### config.mk
export PLATFORM = sky130hd
export DESIGN_NAME = uyvy_to_rgb_converter
export DESIGN_NICKNAME = d
export VERILOG_FILES = /design/src/hw/rtl/u2rgb_pkg.sv /design/src/hw/rtl/u2rgb_chroma.sv /design/src/hw/rtl/u2rgb_lane.sv /design/src/hw/rtl/u2rgb_ctrl.sv /design/src/hw/rtl/u2rgb_merge.sv /design/src/hw/rtl/uyvy_to_rgb_converter.sv
export SDC_FILE = /design/constraint.sdc
export NUM_CORES = 1
export LEC_CHECK = 0
export ABC_CLOCK_PERIOD_IN_PS = 4300
export BUFFER_PORTS_ARGS = -buffer_cell sky130_fd_sc_hd__clkbuf_2
export CORE_MARGIN = 5
export CORE_UTILIZATION = 34
export DETAILED_ROUTE_END_ITERATION = 16
export PLACE_DENSITY_LB_ADDON = 0.3
export SLEW_MARGIN = 15
export SYNTH_ARGS = -nofsm -noshare
export SYNTH_HDL_FRONTEND = slang
export SYNTH_SLANG_ARGS = --single-unit
### constraint.sdc
create_clock -name clk -period 4.3 [get_ports clk]
set_clock_uncertainty 0.05 [all_clocks]
set_input_delay 0.215 -clock clk [delete_from_list [all_inputs] [get_ports clk]]
set_output_delay 0.215 -clock clk [all_outputs]
set_load 0.03 [all_outputs]
### src/hw/rtl/u2rgb_pkg.sv
// Shared types and constants for the UYVY to RGB converter.
// No dependencies; imported by every module of the block.
package u2rgb_pkg;

    localparam int MAX_LINE_WIDTH = 4096;
    localparam int MAX_RATIO      = 64;

    localparam int CFG_W   = 13;
    localparam int CFG_IDX_W = 2;
    localparam int COL_W   = 12;
    localparam int PHASE_W = 6;
    localparam int RATIO_W = 7;
    localparam int PROD_W  = 25;
    localparam int Q_SHIFT = 14;
    localparam int OFF_W   = PROD_W - Q_SHIFT;

    localparam logic signed [16:0] K_RED_V   = 17'sd18678;
    localparam logic signed [16:0] K_GREEN_V = -17'sd9519;
    localparam logic signed [16:0] K_GREEN_U = 17'sd6472;
    localparam logic signed [16:0] K_BLUE_U  = 17'sd33292;
    localparam logic signed [PROD_W-1:0] ROUND_BIAS = PROD_W'(8192);
    localparam logic [7:0] BYTE_MAX = 8'd255;

    typedef enum logic [CFG_IDX_W-1:0] {
        REG_LINE_WIDTH   = 2'd0,
        REG_FRAME_HEIGHT = 2'd1,
        REG_HORIZ_RATIO  = 2'd2,
        REG_VERT_RATIO   = 2'd3
    } cfg_reg_t;

    typedef struct packed {
        logic [7:0] red;
        logic [7:0] green;
        logic [7:0] blue;
    } pixel_t;

    typedef struct packed {
        logic signed [PROD_W-1:0] red;
        logic signed [PROD_W-1:0] green;
        logic signed [PROD_W-1:0] blue;
    } chroma_t;

    typedef struct packed {
        logic emit;
        logic two;
        logic eol;
        logic eof;
    } meta_t;

endpackage

### src/hw/rtl/u2rgb_chroma.sv
// Chroma products: centers u and v and forms the Q14 red, green and blue terms.
// Depends on u2rgb_pkg.
module u2rgb_chroma (
    input  logic [7:0]        chroma_u,
    input  logic [7:0]        chroma_v,
    output u2rgb_pkg::chroma_t prod
);
    import u2rgb_pkg::*;

    logic signed [7:0]        u_c;
    logic signed [7:0]        v_c;
    logic signed [PROD_W-1:0] u_ext;
    logic signed [PROD_W-1:0] v_ext;

    // x - 128 is the byte with its top bit flipped, read as signed
    assign u_c   = {~chroma_u[7], chroma_u[6:0]};
    assign v_c   = {~chroma_v[7], chroma_v[6:0]};
    assign u_ext = PROD_W'(u_c);
    assign v_ext = PROD_W'(v_c);

    assign prod.red   = v_ext * K_RED_V;
    assign prod.green = v_ext * K_GREEN_V - u_ext * K_GREEN_U;
    assign prod.blue  = u_ext * K_BLUE_U;

endmodule

### src/hw/rtl/u2rgb_lane.sv
// One pixel lane: rounds the chroma terms, adds luma and clamps each channel.
// Depends on u2rgb_pkg.
module u2rgb_lane (
    input  u2rgb_pkg::chroma_t prod,
    input  logic [7:0]         luma,
    output u2rgb_pkg::pixel_t  pixel
);
    import u2rgb_pkg::*;

    function automatic logic [7:0] add_clamp(logic signed [PROD_W-1:0] p, logic [7:0] y);
        logic signed [PROD_W-1:0] biased;
        logic signed [OFF_W-1:0]  off;
        logic signed [OFF_W:0]    sum;
        biased = p + ROUND_BIAS;
        off    = OFF_W'(biased >>> Q_SHIFT);
        sum    = (OFF_W + 1)'(off) + $signed({(OFF_W - 7)'(0), y});
        if (sum < 0)
            return 8'd0;
        else if (sum > $signed({(OFF_W - 7)'(0), BYTE_MAX}))
            return BYTE_MAX;
        else
            return sum[7:0];
    endfunction

    assign pixel.red   = add_clamp(prod.red, luma);
    assign pixel.green = add_clamp(prod.green, luma);
    assign pixel.blue  = add_clamp(prod.blue, luma);

endmodule

### src/hw/rtl/u2rgb_ctrl.sv
// Register file and position tracking: column, line and decimation phases.
// Depends on u2rgb_pkg.
module u2rgb_ctrl (
    input  logic                           clk,
    input  logic                           rst_n,
    input  logic                           cfg_wr_en,
    input  logic [u2rgb_pkg::CFG_IDX_W-1:0] cfg_index,
    input  logic [u2rgb_pkg::CFG_W-1:0]    cfg_wdata,
    input  logic                           accept,
    output u2rgb_pkg::meta_t               meta
);
    import u2rgb_pkg::*;

    // registers hold the sanitized values
    logic [CFG_W-1:0]   lw_reg, lw_next;
    logic [CFG_W-1:0]   fh_reg, fh_next;
    logic [PHASE_W-1:0] gp_reg, gp_next;
    logic               h_one_reg, h_one_next;
    logic [RATIO_W-1:0] vr_reg, vr_next;

    logic [COL_W-1:0]   col_reg, col_next;
    logic [COL_W-1:0]   line_reg, line_next;
    logic [PHASE_W-1:0] cph_reg, cph_next;
    logic [PHASE_W-1:0] lph_reg, lph_next;

    logic [CFG_W-1:0]   wd_even;
    logic [RATIO_W-1:0] wd_ratio;
    logic               full;
    logic               line_done;
    logic               frame_done;
    logic               eol_dec;
    logic               eof_dec;

    assign wd_even  = {cfg_wdata[CFG_W-1:1], 1'b0};
    assign wd_ratio = cfg_wdata[RATIO_W-1:0];

    always_comb
    begin
        lw_next    = lw_reg;
        fh_next    = fh_reg;
        gp_next    = gp_reg;
        h_one_next = h_one_reg;
        vr_next    = vr_reg;
        if (cfg_wr_en)
        begin
            unique case (cfg_reg_t'(cfg_index))
                REG_LINE_WIDTH:
                begin
                    if (wd_even > CFG_W'(MAX_LINE_WIDTH))
                        lw_next = CFG_W'(MAX_LINE_WIDTH);
                    else if (wd_even < CFG_W'(2))
                        lw_next = CFG_W'(2);
                    else
                        lw_next = wd_even;
                end
                REG_FRAME_HEIGHT:
                begin
                    if (cfg_wdata > CFG_W'(MAX_LINE_WIDTH))
                        fh_next = CFG_W'(MAX_LINE_WIDTH);
                    else if (cfg_wdata == '0)
                        fh_next = CFG_W'(1);
                    else
                        fh_next = cfg_wdata;
                end
                REG_HORIZ_RATIO:
                begin
                    h_one_next = (wd_ratio <= RATIO_W'(1));
                    if (wd_ratio > RATIO_W'(MAX_RATIO))
                        gp_next = PHASE_W'(MAX_RATIO / 2);
                    else if (wd_ratio < RATIO_W'(4))
                        gp_next = PHASE_W'(1);
                    else
                        gp_next = wd_ratio[PHASE_W:1];
                end
                REG_VERT_RATIO:
                begin
                    if (wd_ratio > RATIO_W'(MAX_RATIO))
                        vr_next = RATIO_W'(MAX_RATIO);
                    else if (wd_ratio == '0)
                        vr_next = RATIO_W'(1);
                    else
                        vr_next = wd_ratio;
                end
                default: ;
            endcase
        end
    end

    assign full       = h_one_reg && (vr_reg == RATIO_W'(1));
    assign line_done  = ({2'b0, col_reg} + 14'd2) >= {1'b0, lw_reg};
    assign frame_done = ({1'b0, line_reg} + 13'd1) >= fh_reg;
    assign eol_dec    = ({2'b0, col_reg} + {7'b0, gp_reg, 1'b0}) >= {1'b0, lw_reg};
    assign eof_dec    = eol_dec && (({1'b0, line_reg} + {6'b0, vr_reg}) >= fh_reg);

    always_comb
    begin
        meta.two  = full;
        meta.emit = full || ((cph_reg == '0) && (lph_reg == '0));
        meta.eol  = full ? line_done : eol_dec;
        meta.eof  = full ? (line_done && frame_done) : eof_dec;
    end

    always_comb
    begin
        col_next  = col_reg;
        line_next = line_reg;
        cph_next  = cph_reg;
        lph_next  = lph_reg;
        if (accept)
        begin
            if (line_done)
            begin
                col_next = '0;
                cph_next = '0;
                if (frame_done)
                begin
                    line_next = '0;
                    lph_next  = '0;
                end
                else
                begin
                    line_next = line_reg + COL_W'(1);
                    lph_next  = (({1'b0, lph_reg} + 7'd1) >= vr_reg) ? '0 : lph_reg + 6'd1;
                end
            end
            else
            begin
                col_next = col_reg + COL_W'(2);
                cph_next = (({1'b0, cph_reg} + 7'd1) >= {1'b0, gp_reg}) ? '0 : cph_reg + 6'd1;
            end
        end
    end

    always_ff @(posedge clk or negedge rst_n)
    begin
        if (!rst_n)
        begin
            lw_reg    <= CFG_W'(640);
            fh_reg    <= CFG_W'(480);
            gp_reg    <= PHASE_W'(1);
            h_one_reg <= 1'b1;
            vr_reg    <= RATIO_W'(1);
            col_reg   <= '0;
            line_reg  <= '0;
            cph_reg   <= '0;
            lph_reg   <= '0;
        end
        else
        begin
            lw_reg    <= lw_next;
            fh_reg    <= fh_next;
            gp_reg    <= gp_next;
            h_one_reg <= h_one_next;
            vr_reg    <= vr_next;
            col_reg   <= col_next;
            line_reg  <= line_next;
            cph_reg   <= cph_next;
            lph_reg   <= lph_next;
        end
    end

endmodule

### src/hw/rtl/u2rgb_merge.sv
// Output stage: merges the two lane pixels into one result register.
// Depends on u2rgb_pkg.
module u2rgb_merge (
    input  logic              clk,
    input  logic              rst_n,
    input  logic              in_valid,
    output logic              in_ready,
    input  u2rgb_pkg::pixel_t pix_first,
    input  u2rgb_pkg::pixel_t pix_second,
    input  u2rgb_pkg::meta_t  meta,
    output logic              m_tvalid,
    input  logic              m_tready,
    output logic [47:0]       m_tdata,
    output logic              m_tlast,
    output logic [2:0]        m_tuser
);
    import u2rgb_pkg::*;

    logic       valid_reg;
    logic [47:0] data_reg, data_next;
    logic       last_reg;
    logic [2:0] user_reg, user_next;

    assign in_ready = !valid_reg || m_tready;

    // second pixel reads as zero when only one is produced
    always_comb
    begin
        data_next = {pix_first.red, pix_first.green, pix_first.blue,
                     pix_second.red, pix_second.green, pix_second.blue};
        data_next = {data_next[47:24], meta.two ? data_next[23:0] : 24'd0};
        // reorder: red in the lowest byte
        data_next = {data_next[7:0], data_next[15:8], data_next[23:16],
                     data_next[31:24], data_next[39:32], data_next[47:40]};
        user_next = {meta.eof, meta.two ? 2'd2 : 2'd1};
    end

    always_ff @(posedge clk or negedge rst_n)
    begin
        if (!rst_n)
            valid_reg <= 1'b0;
        else if (in_ready)
            valid_reg <= in_valid;
    end

    always_ff @(posedge clk)
    begin
        if (in_ready && in_valid)
        begin
            data_reg <= data_next;
            last_reg <= meta.eol;
            user_reg <= user_next;
        end
    end

    assign m_tvalid = valid_reg;
    assign m_tdata  = data_reg;
    assign m_tlast  = last_reg;
    assign m_tuser  = user_reg;

endmodule

### src/hw/rtl/uyvy_to_rgb_converter.sv
// UYVY to RGB888 converter top level: chroma stage, two pixel lanes, merge stage.
// Depends on u2rgb_pkg, u2rgb_ctrl, u2rgb_chroma, u2rgb_lane, u2rgb_merge.
//
// Takes one UYVY group per request and sustains one group per clock unless the
// output stalls. From acceptance to m_tvalid the chroma products are registered,
// then two lanes round, add luma and clamp in parallel into the output register.
// At full resolution each result carries two pixels; with decimation only
// groups on kept columns and rows produce a result, and the others are
// consumed with no output. m_tlast marks the end of an output line.
// Configuration is written through cfg_wr_en/cfg_index/cfg_wdata while idle.
module uyvy_to_rgb_converter (
    input  logic                            clk,
    input  logic                            rst_n,
    input  logic                            cfg_wr_en,
    input  logic [u2rgb_pkg::CFG_IDX_W-1:0] cfg_index,
    input  logic [u2rgb_pkg::CFG_W-1:0]     cfg_wdata,
    input  logic                            s_tvalid,
    output logic                            s_tready,
    // chroma_u, luma_first, chroma_v, luma_second
    input  logic [31:0]                     s_tdata,
    output logic                            m_tvalid,
    input  logic                            m_tready,
    // red_first, green_first, blue_first, red_second, green_second, blue_second
    output logic [47:0]                     m_tdata,
    output logic                            m_tlast,
    // pixel_count[1:0], end_of_frame
    output logic [2:0]                      m_tuser
);
    import u2rgb_pkg::*;

    logic    accept;
    meta_t   meta;
    chroma_t prod;
    logic    merge_ready;
    pixel_t  pix_first;
    pixel_t  pix_second;

    logic       s1_valid_reg;
    chroma_t    s1_prod_reg;
    logic [7:0] s1_y0_reg;
    logic [7:0] s1_y1_reg;
    meta_t      s1_meta_reg;

    assign s_tready = !s1_valid_reg || merge_ready;
    assign accept   = s_tvalid && s_tready;

    u2rgb_ctrl u_ctrl (
        .clk       (clk),
        .rst_n     (rst_n),
        .cfg_wr_en (cfg_wr_en),
        .cfg_index (cfg_index),
        .cfg_wdata (cfg_wdata),
        .accept    (accept),
        .meta      (meta)
    );

    u2rgb_chroma u_chroma (
        .chroma_u (s_tdata[7:0]),
        .chroma_v (s_tdata[23:16]),
        .prod     (prod)
    );

    always_ff @(posedge clk or negedge rst_n)
    begin
        if (!rst_n)
            s1_valid_reg <= 1'b0;
        else if (s_tready)
            s1_valid_reg <= s_tvalid && meta.emit;
    end

    always_ff @(posedge clk)
    begin
        if (accept)
        begin
            s1_prod_reg <= prod;
            s1_y0_reg   <= s_tdata[15:8];
            s1_y1_reg   <= s_tdata[31:24];
            s1_meta_reg <= meta;
        end
    end

    u2rgb_lane u_lane_first (
        .prod  (s1_prod_reg),
        .luma  (s1_y0_reg),
        .pixel (pix_first)
    );

    u2rgb_lane u_lane_second (
        .prod  (s1_prod_reg),
        .luma  (s1_y1_reg),
        .pixel (pix_second)
    );

    u2rgb_merge u_merge (
        .clk        (clk),
        .rst_n      (rst_n),
        .in_valid   (s1_valid_reg),
        .in_ready   (merge_ready),
        .pix_first  (pix_first),
        .pix_second (pix_second),
        .meta       (s1_meta_reg),
        .m_tvalid   (m_tvalid),
        .m_tready   (m_tready),
        .m_tdata    (m_tdata),
        .m_tlast    (m_tlast),
        .m_tuser    (m_tuser)
    );

endmodule

; ---- Yosys cells after proc, flatten, opt, wreduce, memory -nomap -nowiden
; Cells that the tools add are included.
[totals]
regBits = 221
in_bits = 52
out_inout_bits = 54
elab_cells = 130
[op_classes]
n_addsub = 20
multipliers = 4
n_lt_le_gt_ge = 24
n_eq_ne = 4
n_mux = 23
bitwise = 3
reduce_logical = 25
[op_table]
columns = cell, count
row1 = $add A25 B15 Y25 const B, 3
row2 = $add A11 B9 Y12, 6
row3 = $gt A12 B9 Y1 const B, 6
row4 = $lt A12 B1 Y1 const B, 6
row5 = $mul A8 B15 Y23 const B, 3
row6 = $mux W13, 4
row7 = $mux W8, 6
row8 = $mux W6, 6
row9 = $ge A14 B13 Y1, 2
row10 = $add A12 B7 Y13, 2
row11 = $ge A13 B13 Y1, 2
row12 = $gt A13 B13 Y1 const B, 2
row13 = $sub A25 B25 Y25, 1
row14 = $mux W12, 2
row15 = $mul A8 B11 Y19 const B, 1
row16 = $add A6 B1 Y7 const B, 2
row17 = $mux W7, 2
row18 = $add A12 B1 Y13 const B, 1
row19 = $add A12 B2 Y13 const B, 1
row20 = $logic_not A13 Y1, 1
row21 = $lt A13 B2 Y1 const B, 1
row22 = $add A12 B1 Y12 const B, 1
row23 = $add A12 B2 Y12 const B, 1
row24 = $add A6 B1 Y6 const B, 2
row25 = 19 further kinds, 39

; ---- Longest topological paths before layout
[logic_depth]
word_depth = 5
ltp_mapped = 25

; ---- Modules after synthesis
; A second synthesis with hierarchy kept.
[hier_totals]
hier_cells = 2267
hier_area_um2 = 22157.5
[by_module_without_submodules]
columns = mod, n_inst, cells_each, area_per_inst_um2, seq_area_each_um2
row1 = u2rgb_chroma, 1, 893, 7589.8, 0.0
row2 = u2rgb_ctrl, 1, 642, 5815.6, 1863.0
row3 = uyvy_to_rgb_converter, 1, 100, 2907.8, 2877.8
row4 = u2rgb_lane at u_lane_first, 1, 284, 2107.0, 0.0
row5 = u2rgb_lane at u_lane_second, 1, 265, 1941.9, 0.0
row6 = u2rgb_merge, 1, 83, 1795.5, 1586.5

; ---- Worst setup path before layout
; No wires, ideal clock.
[synth_timing]
path_type = input-to-reg
from = in s_tdata[23]
to = reg s1_prod_reg[47] in the netlist's numbering, data pin
arrival_ns = 5.548
t_required_ns = 3.992
slack_ns = -1.556
cell_stages = 23
n_path_buf = 0
path_cell_list = inv_1 ha_1 inv_1 fa_1 inv_1 fa_1 inv_1 fa_1 inv_1 ha_1 or4_1 o21bai_1 a311oi_1 nor2_1 nor2_1 xnor2_1 ha_1 a21o_1 a21o_1 a2111oi_0 nand3_1 a31oi_1 xnor2_1
[synth_lines]
columns = element, line
row1 = start: declaration, uyvy_to_rgb_converter.sv:20  ; input logic [31:0] s_tdata,
row2 = end signal: assignment, uyvy_to_rgb_converter.sv:75  ; s1_prod_reg <= prod;
row3 = end: declaration, uyvy_to_rgb_converter.sv:39  ; chroma_t s1_prod_reg;

==> metrics.yaml <==
route:
  detailroute.via_count: 15100
  drcViolationCount: 0
  vias_per_cell: 4.95
  drt_iter0_drc: 551
  routed_wl_um: 47400
  ant_nets: 0
  wire_per_inst_um: 15.6
  drtPass1Iterations: 5
yosys:
  yosys.area_share.simple: 0.119
  ys_ff_latch: 182
  synth-warning-count: 0
  synth.yosys.seq_area_share: 0.271
  synth_fa_ha_area_frac: 0.315
  syn_area_per_cell_um2: 9.59
  muxShareOfSynthArea: 0.00737
  async_reset_ff_frac: 0.418
  synthesis.nets: 2441
  synthCells: 1964
  synthesis.area_um2: 18800
  synthXorXnorAreaFrac: 0.0758
  synth_compound_area_frac: 0.157
  ys.flop_type: "edfxtp_1"
  synth_edf_count: 106
  ys_types: 71
  synth_top_family_by_area: "adder cells"
global_route:
  grt_antenna_before_repair: 0
  grt_pass1_wl_um: 78800
  grt_max_degree: 77
  grt_pass1_vias: 15600
  overflow: 0
  gr-usage-all-layers: 0.158
finish:
  nets: 2765
  final_util: 0.419
  ff_latch_area_um2: 5100
  multi_input_area_um2: 13100
  drive_above_1_share: 0.188
  n_fill_cell: 5363
  largest_reg_flops: 48
  num_antenna_cells: 0
  area_delta_synth_final_pct: 22.2
setup_path:
  cp_cell_sequence: "clkbuf_16, clkinvlp_4, ha_4, inv_2, fa_1, inv_1, fa_1, inv_2, fa_1, inv_2, ha_4, or4_4, o21bai_4, a311oi_2, nor2_1, nor2_1, xnor2_1, ha_1, a21o_1, a21o_1, a2111oi_4, nand3_1, a31oi_1, xnor2_1"
  worstSetupPathType: "in -> reg"
  end_kind: "flop"
  worstReg2RegEnd: "s1_meta_reg[0]$_DFFE_PP_"
  arrival_ns: 5.25
  slowest_stage: "or4_4"
  worstPathMaxFanout: 4
  r2r_slack_ns: 0.28
  worst_r2r_startpoint: "u_ctrl.line_reg[0]$_DFFE_PN0P_"
  crit_family: "adder cells"
  slowest_delay_ns: 0.53
  crit_required_ns: 4.46
  reg2reg_depth: 15
  cp-start-kind: "primary input"
  path_buf_inv: 6
power:
  leakagePower_nw: 10.9
  powerDensity_nw_per_um2: 646
  power.total_w: 0.0149
  ir_drop_v: 0.000658
timing:
  timing.final.crit_share: 1.18
  setup_violations: 12
  timing.slew.headroom: 0.339
  slew_viol_final: 0
  period_needed_ns: 5.10
  max_freq_ghz: 0.196
  finalSetupTns_ns: -5.36
  tightest_slew_ns: 0.991
  layout_setup_ws_ns: -0.795
  rsz0062_at_grt: "true"
  hold_violations: 0
placed_design:
  io_buffers: 105
  finalWeightedCongestion: 0.878
  dpl.hpwl_um: 39300
clock_tree:
  insertion_delay_ns: 0.46
  htree_num_levels: 4
  cts_buffers: 17
  path_clk_slew_ns: 0.08
  cts_tree: "done"
  cts_root_buf: "clkbuf_16"
  cts_sinks: 182
  cts_buffer_depth: 2
die:
  die_y_um: 245
  core_um2: 55000
  pin_count: 106
  row_count: 86
  chipWidth_um: 245
  dieArea_um2: 60200
  start_util: 0.343
worst_hold_path:
  whs_path_depth: 2
  hp-class: "in -> reg"
  min_from: "cfg_wdata[6]"
  holdPathEnd: "u_ctrl.vr_reg[0]$_DFFE_PN1P_"
run_status:
  violations: "setup timing"
  status: "finished with violations"
job:
  maxCapViolations: 0
how the worst max path moves through the flow:
| stage | startpoint | end | slack [ns] | cells after the start |
|---|---|---|---|---|
| 2_1_floorplan | s_tdata[23] | s1_prod_reg[47]$_DFFE_PP_ | -1.03 | 23 |
| 3_3_place_gp | s_tdata[23] | s1_prod_reg[47]$_DFFE_PP_ | -1.39 | 23 |
| 3_5_place_dp | s_tdata[23] | s1_prod_reg[47]$_DFFE_PP_ | -1.45 | 23 |
| 5_1_grt | s_tdata[23] | s1_prod_reg[47]$_DFFE_PP_ | -1.08 | 23 |
| 4_1_cts | s_tdata[23] | s1_prod_reg[47]$_DFFE_PP_ | -0.77 | 23 |
| 6_report | s_tdata[23] | s1_prod_reg[47]$_DFFE_PP_ | -0.80 | 24 |
cells by family (layout without fill, tap and decap cells):
family	after synthesis	count (layout)
compound gates	455	455
buf+inv	283	620
flops	182	182
fa+ha+maj	425	425
simple gates	443	443
mux	13	13
xor+xnor	163	163
worst register-to-register path: cells and delay by family, from the launching register on:
kind / cells / cell delay (ns)
simple gates: 1 / 0.14
fa+ha+maj: 3 / 0.93
flops: 1 / 0.39
xor+xnor: 1 / 0.14
compound gates: 10 / 2.11
stage by stage:
step	area, um2	hold WS (ns)	instances	worst slack (ns)
3_3_place_gp	21700	0.343	2983	-1.39
2_1_floorplan	18900	-0.131	1964	-1.03
3_5_place_dp	21700	0.345	2983	-1.45
6_report	23000	0.0263	3049	-0.795
4_1_cts	22700	0.00337	3042	-0.771
5_1_grt	23000	0.0294	3049	-1.08
final cells by class:
class                           instances  area share
Clock buffer                           18      0.0196
Clock inverter                         14     0.00565
Inverter                              262      0.0429
Multi-Input combinational cell       1499       0.568
Sequential cell                       182       0.221
Tap cell                              748      0.0407
Timing Repair Buffer                  326       0.101
power breakdown:
group,switching (W),total (W),internal [W]
Sequential,0.000272,0.00269,0.00242
Clock,0.000746,0.00154,0.000799
Combinational,0.00535,0.0106,0.00527
placed cells by master, fill, tap and decap left out, types with 7 or more instances in the layout:
master / netlist / routed
inv_1: 262 / 251
mux2_2: 7 / 7
nor3_1: 27 / 25
clkbuf_2: 0 / 102
buf_6: 0 / 11
nand4_1: 12 / 12
and2_1: 11 / 10
dlygate4sd3_1: 0 / 24
nor2b_1: 26 / 26
a21oi_2: 1 / 8
o21bai_1: 16 / 15
nor2_1: 92 / 88
ha_4: 0 / 12
nand2_1: 112 / 110
ha_1: 344 / 330
nand3_1: 56 / 56
dfrtp_1: 67 / 67
edfxtp_1: 106 / 106
clkbuf_16: 0 / 19
dfstp_2: 9 / 9
inv_2: 0 / 10
a211oi_1: 17 / 14
fa_1: 81 / 79
or2_2: 8 / 7
o21a_1: 27 / 27
xor2_1: 65 / 64
a21o_1: 52 / 52
o31ai_1: 13 / 12
and3_1: 17 / 16
nand2b_1: 36 / 36
buf_4: 0 / 185
a21oi_1: 110 / 102
a22o_1: 24 / 24
xnor2_1: 98 / 98
o21ai_0: 117 / 110
a31oi_1: 10 / 10
o211ai_1: 7 / 7
or3_1: 7 / 7
timing repair:
item                                    4_1_cts  5_1_grt
hold buffers                                 24        0
pin swaps                                    15       26
hold endpoints to repair                     93        0
gates resized for setup                      29       54
setup buffers                                 3        9
endpoints found under the setup margin       15       21
layer usage:
metal | wire [um] | part of all wire | vias up | track usage
li1 | - | - | 7579 | -
met4 | 680 | 0.014 | 0 | 0.0376
met2 | 22400 | 0.47 | 214 | 0.269
met5 | 0 | 0 | - | 0
met3 | 1220 | 0.026 | 46 | 0.0163
met1 | 23100 | 0.49 | 7248 | 0.216
cells in the mapped netlist (52+ instances only):
| cell | count | area [um2] |
|---|---|---|
| fa_1 | 81 | 1620 |
| o21ai_0 | 117 | 586 |
| xor2_1 | 65 | 569 |
| edfxtp_1 | 106 | 3180 |
| a21oi_1 | 110 | 551 |
| xnor2_1 | 98 | 858 |
| ha_1 | 344 | 4300 |
| nor2_1 | 92 | 345 |
| nand2_1 | 112 | 420 |
| nand3_1 | 56 | 280 |
| dfrtp_1 | 67 | 1680 |
| a21o_1 | 52 | 390 |
| inv_1 | 262 | 983 |
No activity file was read; power rests on OpenSTA's default activity.
